`src/rtl/rtmm_pkg.sv`:
```
package rtmm_pkg;

  // Fixed field widths of the ports.
  localparam int SAMPLE_W    = 12;
  localparam int CFG_W       = 12;
  localparam int VALUE_W     = 16;
  localparam int CFG_DATA_W  = 16;
  localparam int CFG_INDEX_W = 3;

  // Defaults for the top-level parameters.
  localparam int ADC_BITS_DEF      = 12;
  localparam int GROUP_SAMPLES_DEF = 6;
  localparam int MEDIAN_WINDOW_DEF = 5;

  // Completed groups that may wait between the front and the back end.
  localparam int QUEUE_DEPTH = 2;

  // Register reset values.
  localparam logic [VALUE_W-1:0] Z_THRESHOLD_RST   = 16'd0;
  localparam logic [CFG_W-1:0]   X_RAW_MIN_RST     = 12'd0;
  localparam logic [CFG_W-1:0]   X_RAW_MAX_RST     = 12'd4095;
  localparam logic [CFG_W-1:0]   Y_RAW_MIN_RST     = 12'd0;
  localparam logic [CFG_W-1:0]   Y_RAW_MAX_RST     = 12'd4095;
  localparam logic [CFG_W-1:0]   X_PIXELS_RST      = 12'd320;
  localparam logic [CFG_W-1:0]   Y_PIXELS_RST      = 12'd480;

  typedef enum logic [1:0] {
    MODE_PLATE1 = 2'd0,
    MODE_PLATE2 = 2'd1,
    MODE_X      = 2'd2,
    MODE_Y      = 2'd3
  } mode_t;

  typedef enum logic [1:0] {
    KIND_PRESSURE = 2'd0,
    KIND_X        = 2'd1,
    KIND_Y        = 2'd2
  } kind_t;

  typedef enum logic [CFG_INDEX_W-1:0] {
    CFG_Z_THRESHOLD   = 3'd0,
    CFG_X_RAW_MIN     = 3'd1,
    CFG_X_RAW_MAX     = 3'd2,
    CFG_Y_RAW_MIN     = 3'd3,
    CFG_Y_RAW_MAX     = 3'd4,
    CFG_X_PIXELS      = 3'd5,
    CFG_Y_PIXELS      = 3'd6
  } cfg_index_t;

  typedef enum logic [2:0] {
    BK_IDLE,
    BK_RANK,
    BK_EVAL,
    BK_DIV,
    BK_FIN,
    BK_OUT
  } back_state_t;

  typedef struct packed {
    mode_t               mode;
    logic [SAMPLE_W-1:0] sample;
  } in_word_t;

  typedef struct packed {
    kind_t              kind;
    logic               pressed;
    logic [VALUE_W-1:0] value;
  } out_word_t;

  typedef struct packed {
    logic [VALUE_W-1:0] z_threshold;
    logic [CFG_W-1:0]   x_raw_min;
    logic [CFG_W-1:0]   x_raw_max;
    logic [CFG_W-1:0]   y_raw_min;
    logic [CFG_W-1:0]   y_raw_max;
    logic [CFG_W-1:0]   x_pixels;
    logic [CFG_W-1:0]   y_pixels;
  } cfg_t;

endpackage

```
`src/rtl/rtmm_front.sv`:
```
module rtmm_front #(
  parameter int ADC_BITS      = rtmm_pkg::ADC_BITS_DEF,
  parameter int GROUP_SAMPLES = rtmm_pkg::GROUP_SAMPLES_DEF,
  parameter int MEDIAN_WINDOW = rtmm_pkg::MEDIAN_WINDOW_DEF
) (
  input  logic                clk,
  input  logic                rst,
  input  logic                sample_valid,
  output logic                sample_stall,
  input  rtmm_pkg::in_word_t  sample_word,
  input  logic                q_full,
  output logic                q_push,
  output logic [MEDIAN_WINDOW*rtmm_pkg::SAMPLE_W+1:0] q_data
);
  import rtmm_pkg::*;

  localparam int CNT_W = $clog2(GROUP_SAMPLES);
  localparam logic [SAMPLE_W-1:0] SMP_MASK =
    (ADC_BITS >= SAMPLE_W) ? {SAMPLE_W{1'b1}} : SAMPLE_W'((1 << ADC_BITS) - 1);

  logic [MEDIAN_WINDOW-1:0][SAMPLE_W-1:0] window;
  logic [MEDIAN_WINDOW-1:0][SAMPLE_W-1:0] window_next;
  logic [CNT_W-1:0]  count;
  logic [CNT_W-1:0]  cnt_base;
  logic [CNT_W:0]    cnt_inc;
  mode_t             group;
  logic              accept;
  logic              group_done;

  assign sample_stall = q_full;
  assign accept       = sample_valid && !sample_stall;

  // A new group tag restarts the count with this word as its first sample.
  assign cnt_base   = (sample_word.mode != group) ? '0 : count;
  assign cnt_inc    = {1'b0, cnt_base} + (CNT_W+1)'(1);
  assign group_done = (cnt_inc == (CNT_W+1)'(GROUP_SAMPLES));

  always_comb begin
    window_next = window;
    for (int i = 0; i < MEDIAN_WINDOW; i++) begin
      if (cnt_base == CNT_W'(i)) begin
        window_next[i] = sample_word.sample & SMP_MASK;
      end
    end
  end

  assign q_push = accept && group_done;
  assign q_data = {sample_word.mode, window_next};

  always_ff @(posedge clk) begin
    if (rst) begin
      count <= '0;
      group <= MODE_PLATE1;
    end else if (accept) begin
      group <= sample_word.mode;
      count <= group_done ? '0 : cnt_inc[CNT_W-1:0];
    end
  end

  always_ff @(posedge clk) begin
    if (accept) begin
      window <= window_next;
    end
  end

endmodule

```
`src/rtl/rtmm_queue.sv`:
```
module rtmm_queue #(
  parameter int WIDTH = 8,
  parameter int DEPTH = rtmm_pkg::QUEUE_DEPTH
) (
  input  logic             clk,
  input  logic             rst,
  input  logic             push,
  input  logic [WIDTH-1:0] push_data,
  input  logic             pop,
  output logic [WIDTH-1:0] pop_data,
  output logic             full,
  output logic             empty
);
  import rtmm_pkg::*;

  localparam int PTR_W = (DEPTH > 1) ? $clog2(DEPTH) : 1;
  localparam int CNT_W = $clog2(DEPTH + 1);

  logic [DEPTH-1:0][WIDTH-1:0] entries;
  logic [PTR_W-1:0] wr_ptr;
  logic [PTR_W-1:0] rd_ptr;
  logic [CNT_W-1:0] fill;

  assign full     = (fill == CNT_W'(DEPTH));
  assign empty    = (fill == '0);
  assign pop_data = entries[rd_ptr];

  always_ff @(posedge clk) begin
    if (rst) begin
      wr_ptr <= '0;
      rd_ptr <= '0;
      fill   <= '0;
    end else begin
      if (push) begin
        wr_ptr <= (wr_ptr == PTR_W'(DEPTH - 1)) ? '0 : wr_ptr + PTR_W'(1);
      end
      if (pop) begin
        rd_ptr <= (rd_ptr == PTR_W'(DEPTH - 1)) ? '0 : rd_ptr + PTR_W'(1);
      end
      if (push && !pop) begin
        fill <= fill + CNT_W'(1);
      end else if (pop && !push) begin
        fill <= fill - CNT_W'(1);
      end
    end
  end

  always_ff @(posedge clk) begin
    if (push) begin
      entries[wr_ptr] <= push_data;
    end
  end

  // The front end stalls on a full queue, so no group is ever dropped.
  a_no_overflow: assert property (@(posedge clk) disable iff (rst) push |-> !full)
    else $error("group pushed into a full queue");

endmodule

```
`src/rtl/rtmm_back.sv`:
```
module rtmm_back #(
  parameter int ADC_BITS      = rtmm_pkg::ADC_BITS_DEF,
  parameter int MEDIAN_WINDOW = rtmm_pkg::MEDIAN_WINDOW_DEF
) (
  input  logic                clk,
  input  logic                rst,
  input  rtmm_pkg::cfg_t      cfg,
  input  logic                q_empty,
  input  logic [MEDIAN_WINDOW*rtmm_pkg::SAMPLE_W+1:0] q_data,
  output logic                q_pop,
  output logic                result_valid,
  input  logic                result_stall,
  output rtmm_pkg::out_word_t result_word
);
  import rtmm_pkg::*;

  localparam int CMP_W  = (ADC_BITS > CFG_W) ? ADC_BITS : CFG_W;
  localparam int PW     = ADC_BITS + CFG_W;
  localparam int STEP_W = $clog2(PW);
  localparam int IDX_W  = $clog2(MEDIAN_WINDOW);
  localparam int RANK_W = $clog2(MEDIAN_WINDOW);
  localparam int MID    = MEDIAN_WINDOW / 2;
  localparam logic [ADC_BITS-1:0] FULL_SCALE = {ADC_BITS{1'b1}};

  back_state_t state;
  back_state_t state_next;

  mode_t                                  job_mode;
  logic [MEDIAN_WINDOW-1:0][SAMPLE_W-1:0] job_win;
  mode_t                                  pop_mode;
  logic [MEDIAN_WINDOW-1:0][SAMPLE_W-1:0] pop_win;
  logic [IDX_W-1:0]    idx;
  logic [SAMPLE_W-1:0] med;
  logic [SAMPLE_W-1:0] p1_med;
  logic                pressed_flag;
  logic [PW-1:0]       dvd;
  logic [CFG_W-1:0]    rem;
  logic [CFG_W-1:0]    dvs;
  logic [STEP_W-1:0]   step;
  kind_t               res_kind;
  logic [VALUE_W-1:0]  res_value;

  // Rank of the candidate entry; ties are broken by position so that exactly
  // one entry holds the middle rank.
  logic [SAMPLE_W-1:0] cand;
  logic [RANK_W-1:0]   rank;

  always_comb begin
    cand = job_win[idx];
    rank = '0;
    for (int j = 0; j < MEDIAN_WINDOW; j++) begin
      if ((job_win[j] < cand) || ((job_win[j] == cand) && (IDX_W'(j) < idx))) begin
        rank = rank + RANK_W'(1);
      end
    end
  end

  // Evaluation of a finished median.
  logic                is_x;
  logic [CFG_W-1:0]    lo;
  logic [CFG_W-1:0]    hi;
  logic [CFG_W-1:0]    size;
  logic [CMP_W-1:0]    raw_ext;
  logic [CMP_W-1:0]    diff;
  logic [PW-1:0]       product;
  logic [VALUE_W:0]    pressure_sum;
  logic [VALUE_W-1:0]  pressure;
  logic                eval_divide;
  logic [VALUE_W-1:0]  eval_value;
  kind_t               eval_kind;

  always_comb begin
    is_x         = (job_mode == MODE_X);
    lo           = is_x ? cfg.x_raw_min : cfg.y_raw_min;
    hi           = is_x ? cfg.x_raw_max : cfg.y_raw_max;
    size         = is_x ? cfg.x_pixels : cfg.y_pixels;
    raw_ext      = CMP_W'(FULL_SCALE) - CMP_W'(med);
    diff         = raw_ext - CMP_W'(lo);
    product      = PW'(diff[ADC_BITS-1:0]) * PW'(size);
    pressure_sum = (VALUE_W+1)'(FULL_SCALE) - (VALUE_W+1)'(p1_med) + (VALUE_W+1)'(med);
    pressure     = pressure_sum[VALUE_W-1:0];
    eval_divide  = 1'b0;
    eval_kind    = is_x ? KIND_X : KIND_Y;
    eval_value   = VALUE_W'(raw_ext);
    if (job_mode == MODE_PLATE2) begin
      eval_kind  = KIND_PRESSURE;
      eval_value = pressure;
    end else if ((lo != '0) && (hi > lo)) begin
      if (raw_ext < CMP_W'(lo)) begin
        eval_value = '0;
      end else begin
        eval_divide = 1'b1;
      end
    end
  end

  // One restoring division step per cycle.
  logic [CFG_W:0] rem_shift;
  logic           div_ge;

  assign rem_shift = {rem, dvd[PW-1]};
  assign div_ge    = (rem_shift >= {1'b0, dvs});

  always_comb begin
    state_next = state;
    unique case (state)
      BK_IDLE: if (!q_empty) state_next = BK_RANK;
      BK_RANK: if (idx == IDX_W'(MEDIAN_WINDOW - 1)) state_next = BK_EVAL;
      BK_EVAL: begin
        if (job_mode == MODE_PLATE1) begin
          state_next = BK_IDLE;
        end else if (eval_divide) begin
          state_next = BK_DIV;
        end else begin
          state_next = BK_OUT;
        end
      end
      BK_DIV:  if (step == STEP_W'(PW - 1)) state_next = BK_FIN;
      BK_FIN:  state_next = BK_OUT;
      BK_OUT:  if (!result_stall) state_next = BK_IDLE;
      default: state_next = BK_IDLE;
    endcase
  end

  always_comb begin
    q_pop                = (state == BK_IDLE) && !q_empty;
    result_valid         = (state == BK_OUT);
    result_word.kind     = res_kind;
    result_word.pressed  = pressed_flag;
    result_word.value    = res_value;
  end

  assign pop_mode = mode_t'(q_data[MEDIAN_WINDOW*SAMPLE_W +: 2]);
  assign pop_win  = q_data[MEDIAN_WINDOW*SAMPLE_W-1:0];

  always_ff @(posedge clk) begin
    if (rst) begin
      state        <= BK_IDLE;
      p1_med       <= '0;
      pressed_flag <= 1'b0;
    end else begin
      state <= state_next;
      if ((state == BK_EVAL) && (job_mode == MODE_PLATE1)) begin
        p1_med <= med;
      end
      if ((state == BK_EVAL) && (job_mode == MODE_PLATE2)) begin
        pressed_flag <= (pressure > cfg.z_threshold);
      end
    end
  end

  always_ff @(posedge clk) begin
    unique case (state)
      BK_IDLE: begin
        job_mode <= pop_mode;
        job_win  <= pop_win;
        idx      <= '0;
      end
      BK_RANK: begin
        if (rank == RANK_W'(MID)) begin
          med <= cand;
        end
        idx <= idx + IDX_W'(1);
      end
      BK_EVAL: begin
        res_kind  <= eval_kind;
        res_value <= eval_value;
        dvd       <= product;
        dvs       <= hi - lo;
        rem       <= '0;
        step      <= '0;
      end
      BK_DIV: begin
        rem  <= div_ge ? CFG_W'(rem_shift - {1'b0, dvs}) : rem_shift[CFG_W-1:0];
        dvd  <= {dvd[PW-2:0], div_ge};
        step <= step + STEP_W'(1);
      end
      BK_FIN: begin
        res_value <= (|dvd[PW-1:VALUE_W]) ? {VALUE_W{1'b1}} : dvd[VALUE_W-1:0];
      end
      BK_OUT: begin
      end
      default: begin
      end
    endcase
  end

  a_div_nonzero: assert property (@(posedge clk) disable iff (rst)
    (state == BK_DIV) |-> (dvs != '0))
    else $error("divide started with a zero span");

  a_rem_bound: assert property (@(posedge clk) disable iff (rst)
    (state == BK_FIN) |-> (rem < dvs))
    else $error("division remainder not below the span");

  a_pressed_match: assert property (@(posedge clk) disable iff (rst)
    ((state == BK_OUT) && (res_kind == KIND_PRESSURE))
      |-> (pressed_flag == (res_value > cfg.z_threshold)))
    else $error("pressed flag disagrees with the reported pressure");

endmodule

```
`src/rtl/resistive_touch_median_mapper.sv`:
```
// Resistive touch filter and mapper. Raw converter words arrive tagged with
// a group (plate one, plate two, X, Y); each group is GROUP_SAMPLES words, of
// which the first MEDIAN_WINDOW are kept and the group value is their median.
// A change of tag restarts collection. Plate one gives no result; plate two
// gives a pressure word and updates the pressed flag; X and Y give
// coordinates, mapped onto the screen when the matching minimum register is
// nonzero and the span is positive. The input takes one word per cycle while
// the group queue (two completed groups deep) has room. Each completed group
// then occupies the back end while it is fetched, its window is ranked, its
// median is evaluated and, for a mapped coordinate, a bit-serial division
// of the ADC_BITS + 12 bit product and a saturation step are done, until
// its result word is taken. Configuration registers may only be written
// while no group is in flight and no result is waiting.
module resistive_touch_median_mapper #(
  parameter int ADC_BITS      = rtmm_pkg::ADC_BITS_DEF,
  parameter int GROUP_SAMPLES = rtmm_pkg::GROUP_SAMPLES_DEF,
  parameter int MEDIAN_WINDOW = rtmm_pkg::MEDIAN_WINDOW_DEF
) (
  input  logic                                 clk,
  input  logic                                 rst,
  input  logic                                 sample_valid,
  output logic                                 sample_stall,
  input  rtmm_pkg::in_word_t                   sample_word,
  output logic                                 result_valid,
  input  logic                                 result_stall,
  output rtmm_pkg::out_word_t                  result_word,
  input  logic                                 cfg_write,
  input  logic [rtmm_pkg::CFG_INDEX_W-1:0]     cfg_index,
  input  logic [rtmm_pkg::CFG_DATA_W-1:0]      cfg_data
);
  import rtmm_pkg::*;

  // A queued group carries its tag and a snapshot of the window, so the front
  // end can refill the window while the back end still works on it.
  localparam int JOB_W = MEDIAN_WINDOW * SAMPLE_W + 2;

  cfg_t             cfg;
  logic             q_push;
  logic             q_pop;
  logic             q_full;
  logic             q_empty;
  logic [JOB_W-1:0] q_in;
  logic [JOB_W-1:0] q_out;

  // Configuration registers. Twelve-bit registers take the low bits of the
  // written word; writes to indexes past the last register are ignored.
  always_ff @(posedge clk) begin
    if (rst) begin
      cfg.z_threshold   <= Z_THRESHOLD_RST;
      cfg.x_raw_min     <= X_RAW_MIN_RST;
      cfg.x_raw_max     <= X_RAW_MAX_RST;
      cfg.y_raw_min     <= Y_RAW_MIN_RST;
      cfg.y_raw_max     <= Y_RAW_MAX_RST;
      cfg.x_pixels      <= X_PIXELS_RST;
      cfg.y_pixels      <= Y_PIXELS_RST;
    end else if (cfg_write) begin
      unique case (cfg_index)
        CFG_Z_THRESHOLD:   cfg.z_threshold   <= cfg_data;
        CFG_X_RAW_MIN:     cfg.x_raw_min     <= cfg_data[CFG_W-1:0];
        CFG_X_RAW_MAX:     cfg.x_raw_max     <= cfg_data[CFG_W-1:0];
        CFG_Y_RAW_MIN:     cfg.y_raw_min     <= cfg_data[CFG_W-1:0];
        CFG_Y_RAW_MAX:     cfg.y_raw_max     <= cfg_data[CFG_W-1:0];
        CFG_X_PIXELS:      cfg.x_pixels      <= cfg_data[CFG_W-1:0];
        CFG_Y_PIXELS:      cfg.y_pixels      <= cfg_data[CFG_W-1:0];
        default: begin
        end
      endcase
    end
  end

  // Front end: collects words into the window and queues finished groups.
  rtmm_front #(
    .ADC_BITS      (ADC_BITS),
    .GROUP_SAMPLES (GROUP_SAMPLES),
    .MEDIAN_WINDOW (MEDIAN_WINDOW)
  ) u_front (
    .clk          (clk),
    .rst          (rst),
    .sample_valid (sample_valid),
    .sample_stall (sample_stall),
    .sample_word  (sample_word),
    .q_full       (q_full),
    .q_push       (q_push),
    .q_data       (q_in)
  );

  rtmm_queue #(
    .WIDTH (JOB_W),
    .DEPTH (QUEUE_DEPTH)
  ) u_queue (
    .clk       (clk),
    .rst       (rst),
    .push      (q_push),
    .push_data (q_in),
    .pop       (q_pop),
    .pop_data  (q_out),
    .full      (q_full),
    .empty     (q_empty)
  );

  // Back end: median by ranking, then pressure or coordinate mapping.
  rtmm_back #(
    .ADC_BITS      (ADC_BITS),
    .MEDIAN_WINDOW (MEDIAN_WINDOW)
  ) u_back (
    .clk          (clk),
    .rst          (rst),
    .cfg          (cfg),
    .q_empty      (q_empty),
    .q_data       (q_out),
    .q_pop        (q_pop),
    .result_valid (result_valid),
    .result_stall (result_stall),
    .result_word  (result_word)
  );

endmodule
```
`config.mk`:
```
export PLATFORM = sky130hd
export DESIGN_NAME = resistive_touch_median_mapper
export DESIGN_NICKNAME = d
export VERILOG_FILES = /design/src/rtl/rtmm_pkg.sv /design/src/rtl/rtmm_front.sv /design/src/rtl/rtmm_queue.sv /design/src/rtl/rtmm_back.sv /design/src/rtl/resistive_touch_median_mapper.sv
export SDC_FILE = /design/constraint.sdc
export NUM_CORES = 1
export LEC_CHECK = 0
export ABC_AREA = 1
export BUFFER_PORTS_ARGS = -buffer_cell sky130_fd_sc_hd__buf_2
export CAP_MARGIN = 20
export CORE_MARGIN = 3
export CORE_UTILIZATION = 55
export CTS_CLUSTER_SIZE = 24
export DETAILED_ROUTE_END_ITERATION = 8
export GPL_ROUTABILITY_DRIVEN = 0
export PLACE_DENSITY = 0.71
export SETUP_SLACK_MARGIN = 0.1
export SLEW_MARGIN = 20
export SYNTH_ARGS = -nofsm -noshare
export SYNTH_HDL_FRONTEND = slang
export SYNTH_SLANG_ARGS = --single-unit
```
`constraint.sdc`:
```
create_clock -name clk -period 8 [get_ports clk]
set_input_delay 1.2 -clock clk [delete_from_list [all_inputs] [get_ports clk]]
set_output_delay 1.2 -clock clk [all_outputs]
set_load 0.05 [all_outputs]
```
==> metrics.txt <==
Reg clk slew, reported paths 0.06 ns; Tcrit/Tclk final 0.934; largest net degree at the start of global routing roughly 110; Site Rows between 70 and 80; max incr delay on CP 0.55 ns; Rel. slew slack 0.303; Final Skew approximately 0.032 ns; Crit. Startpoint u_back.job_mode[0]; hpwl dp 49100 um; clk buf depth 3; dominant synthesized flop cell edfxtp_1; worst skew pair latency approximately 0.6 ns; antenna violation net count after detailed routing 0; CTS tree yes; via count a little over 20k; fin nets around 3.3k; #FFs+latches synth 445; Unique masters post-synth 57; worst-path maximum fanout 37; Worst Max-Slew Pin Slew roughly 1.0 ns; type of the worst setup path reg -> reg; Post-Synthesis Cells approximately 2.9k; Sink Count ~450; nature of the critical path startpoint flip-flop; Crit-path slowest cell fa_1; Critical R2R Capture u_back.dvd[16]; CP required 8.32 ns; Final Instance Area a little under 30000 um^2; initial antenna violation count 0; Slew Limit Fails 0; failing checks DRC; TNS Setup 0 ns; unrepaired setup endpoints after global routing false; vias per cell approximately 5.7; total length of routed wires around 67000 um; Worst setup EP type flip-flop; Ant. Diodes 0; CTS Hold Bufs 0; area delta synth->final 9.71%; Synth async-reset ratio 0; WL per Instance roughly 19 um; clock period minus worst slack about 7.5 ns; worst r2r src u_back.job_mode[0]; synthesis warning total 0; register area share after synthesis 0.462; grt ovf 0; post-synth net total 3219; global-route wire length before repair between 100000 and 150000 um; H-tree Lvls 2; reg-to-reg slack, setup 0.53 ns; cell mode on critical path fa_1; Ports 59; Worst R2R Path Depth 30; CTS Buf Count 47; Die Ht 225 um; run status finished with violations; CP arrival about 7.8 ns; DP Area 27400 um^2; crit path capture u_back.dvd[16]; die area around 50000 um^2; core area approximately 47000 um^2; DIE WIDTH ~230 um; max-cap viol count 0; f_max roughly 130 MHz; DRT iter0 DRCs 2013; fillers 3894; number of port buffers 58; final hold viol count 0; synthesized cell area ~26000 um^2; Initial Util 0.562; EDFF count, synth ~330; share of cells above drive strength 1 0.0815; Worst Hold Class reg -> reg; Root Driver clkbuf_16; aggregate global-route resource usage 0.266; final setup fails 0; residual DRC count 1; Final Core Density 0.617; vias in the first global route 19.9k; drt first pass iters 9; Syn Area/Cell between 9 and 10 um^2
-- critical path, delay by kind of cell (launching register included) --
family          cells  cell delay (ns)
fa+ha+maj           8             3.49
flops               1             0.43
xor+xnor            1             0.37
simple gates        9             1.22
compound gates      6             1.02
buf+inv             6             0.60
-- synthesized netlist by cell type (all sizes together), types with 20 or more instances --
library cell,number,area [um^2]
a31oi,20,131
clkbuf,71,267
dfxtp,113,2260
o21ai,216,1090
or2,36,228
xor2,24,225
nor2,262,1070
inv,377,1420
nor3,24,120
xnor2,24,210
o211ai,29,218
nand2,662,2520
a21oi,180,920
edfxtp,332,9970
nand3,119,606
ha,188,2350
fa,104,2080
-- state kept, by name, summed over array words and instances (netlist names), 3 cells and up --
name	count
u_queue.entries	124
cfg	88
u_back.job_win	60
u_front.window	60
u_back.dvd	24
u_back.res_value	16
u_back.dvs	12
u_back.med	12
u_back.p1_med	12
u_back.rem	12
u_back.step	5
u_back.idx	3
u_back.state	3
u_front.count	3
-- area by class of cell --
cell class	instances	area, um^2	share of cell area
multi-input combinational	1975	12500	0.430
inverter	386	1450	0.0499
tap	607	759	0.0262
clock buffer	62	1320	0.0455
clock inverter	26	278	0.00957
sequential	445	12200	0.422
timing repair buffer	86	500	0.0172
-- what timing repair did --
action,in CTS,in global routing
endpoints found under the hold margin,0,0
gates resized for setup,0,2
setup buffers,0,0
endpoints found under the setup margin,0,5
-- cells in the final DEF, fill, tap and decap left out, types with 22 or more instances in the layout --
master and count:
a21oi_1 176, o21ai_0 200, buf_4 28, nand3_1 117, clkbuf_16 50, ha_1 187, nor3_1 23, o211ai_1 29
xnor2_1 23, nand2_1 650, buf_2 58, fa_1 104, xor2_1 22, edfxtp_1 332, dfxtp_1 112, inv_1 365
nor2_1 243
-- cell families after synthesis --
family,count (synthesis),share of synthesized area
compound gates,500,0.106
xor+xnor,48,0.0165
fa+ha+maj,292,0.168
buf+inv,469,0.0679
flops,445,0.462
mux,2,0.000757
simple gates,1133,0.179
-- routing by layer --
| metal | global-route usage | routed length [um] | vias to the layer above |
|---|---|---|---|
| li1 | - | - | 9689 |
| met1 | 0.342 | 27300 | 9667 |
| met2 | 0.446 | 32400 | 746 |
| met3 | 0.0324 | 3730 | 205 |
| met4 | 0.139 | 3640 | 0 |
| met5 | 0 | 0 | - |
-- through the flow --
step	cells	setup slack, ns	hold WS [ns]
4_1_cts	3586	0.451	0.454
6_report	3587	0.532	0.454
5_1_grt	3587	0.116	0.479
2_1_floorplan	2889	0.986	0.424
3_5_place_dp	3498	0.489	0.445
3_3_place_gp	3498	0.839	0.435
-- worst min-delay path by stage --
stage / from / to / slack [ns] / cells after the start
6_report: cfg[36] / cfg[36] / 0.45 / 2
5_1_grt: cfg[17] / cfg[17] / 0.48 / 2
4_1_cts: cfg[36] / cfg[36] / 0.45 / 2
3_5_place_dp: cfg[55] / cfg[55] / 0.45 / 2
3_3_place_gp: cfg[36] / cfg[36] / 0.44 / 2
2_1_floorplan: cfg[36] / cfg[36] / 0.42 / 2
Power is not shown: default switching activity piles up to over one toggle a cycle in this logic, so the estimate is an artifact.
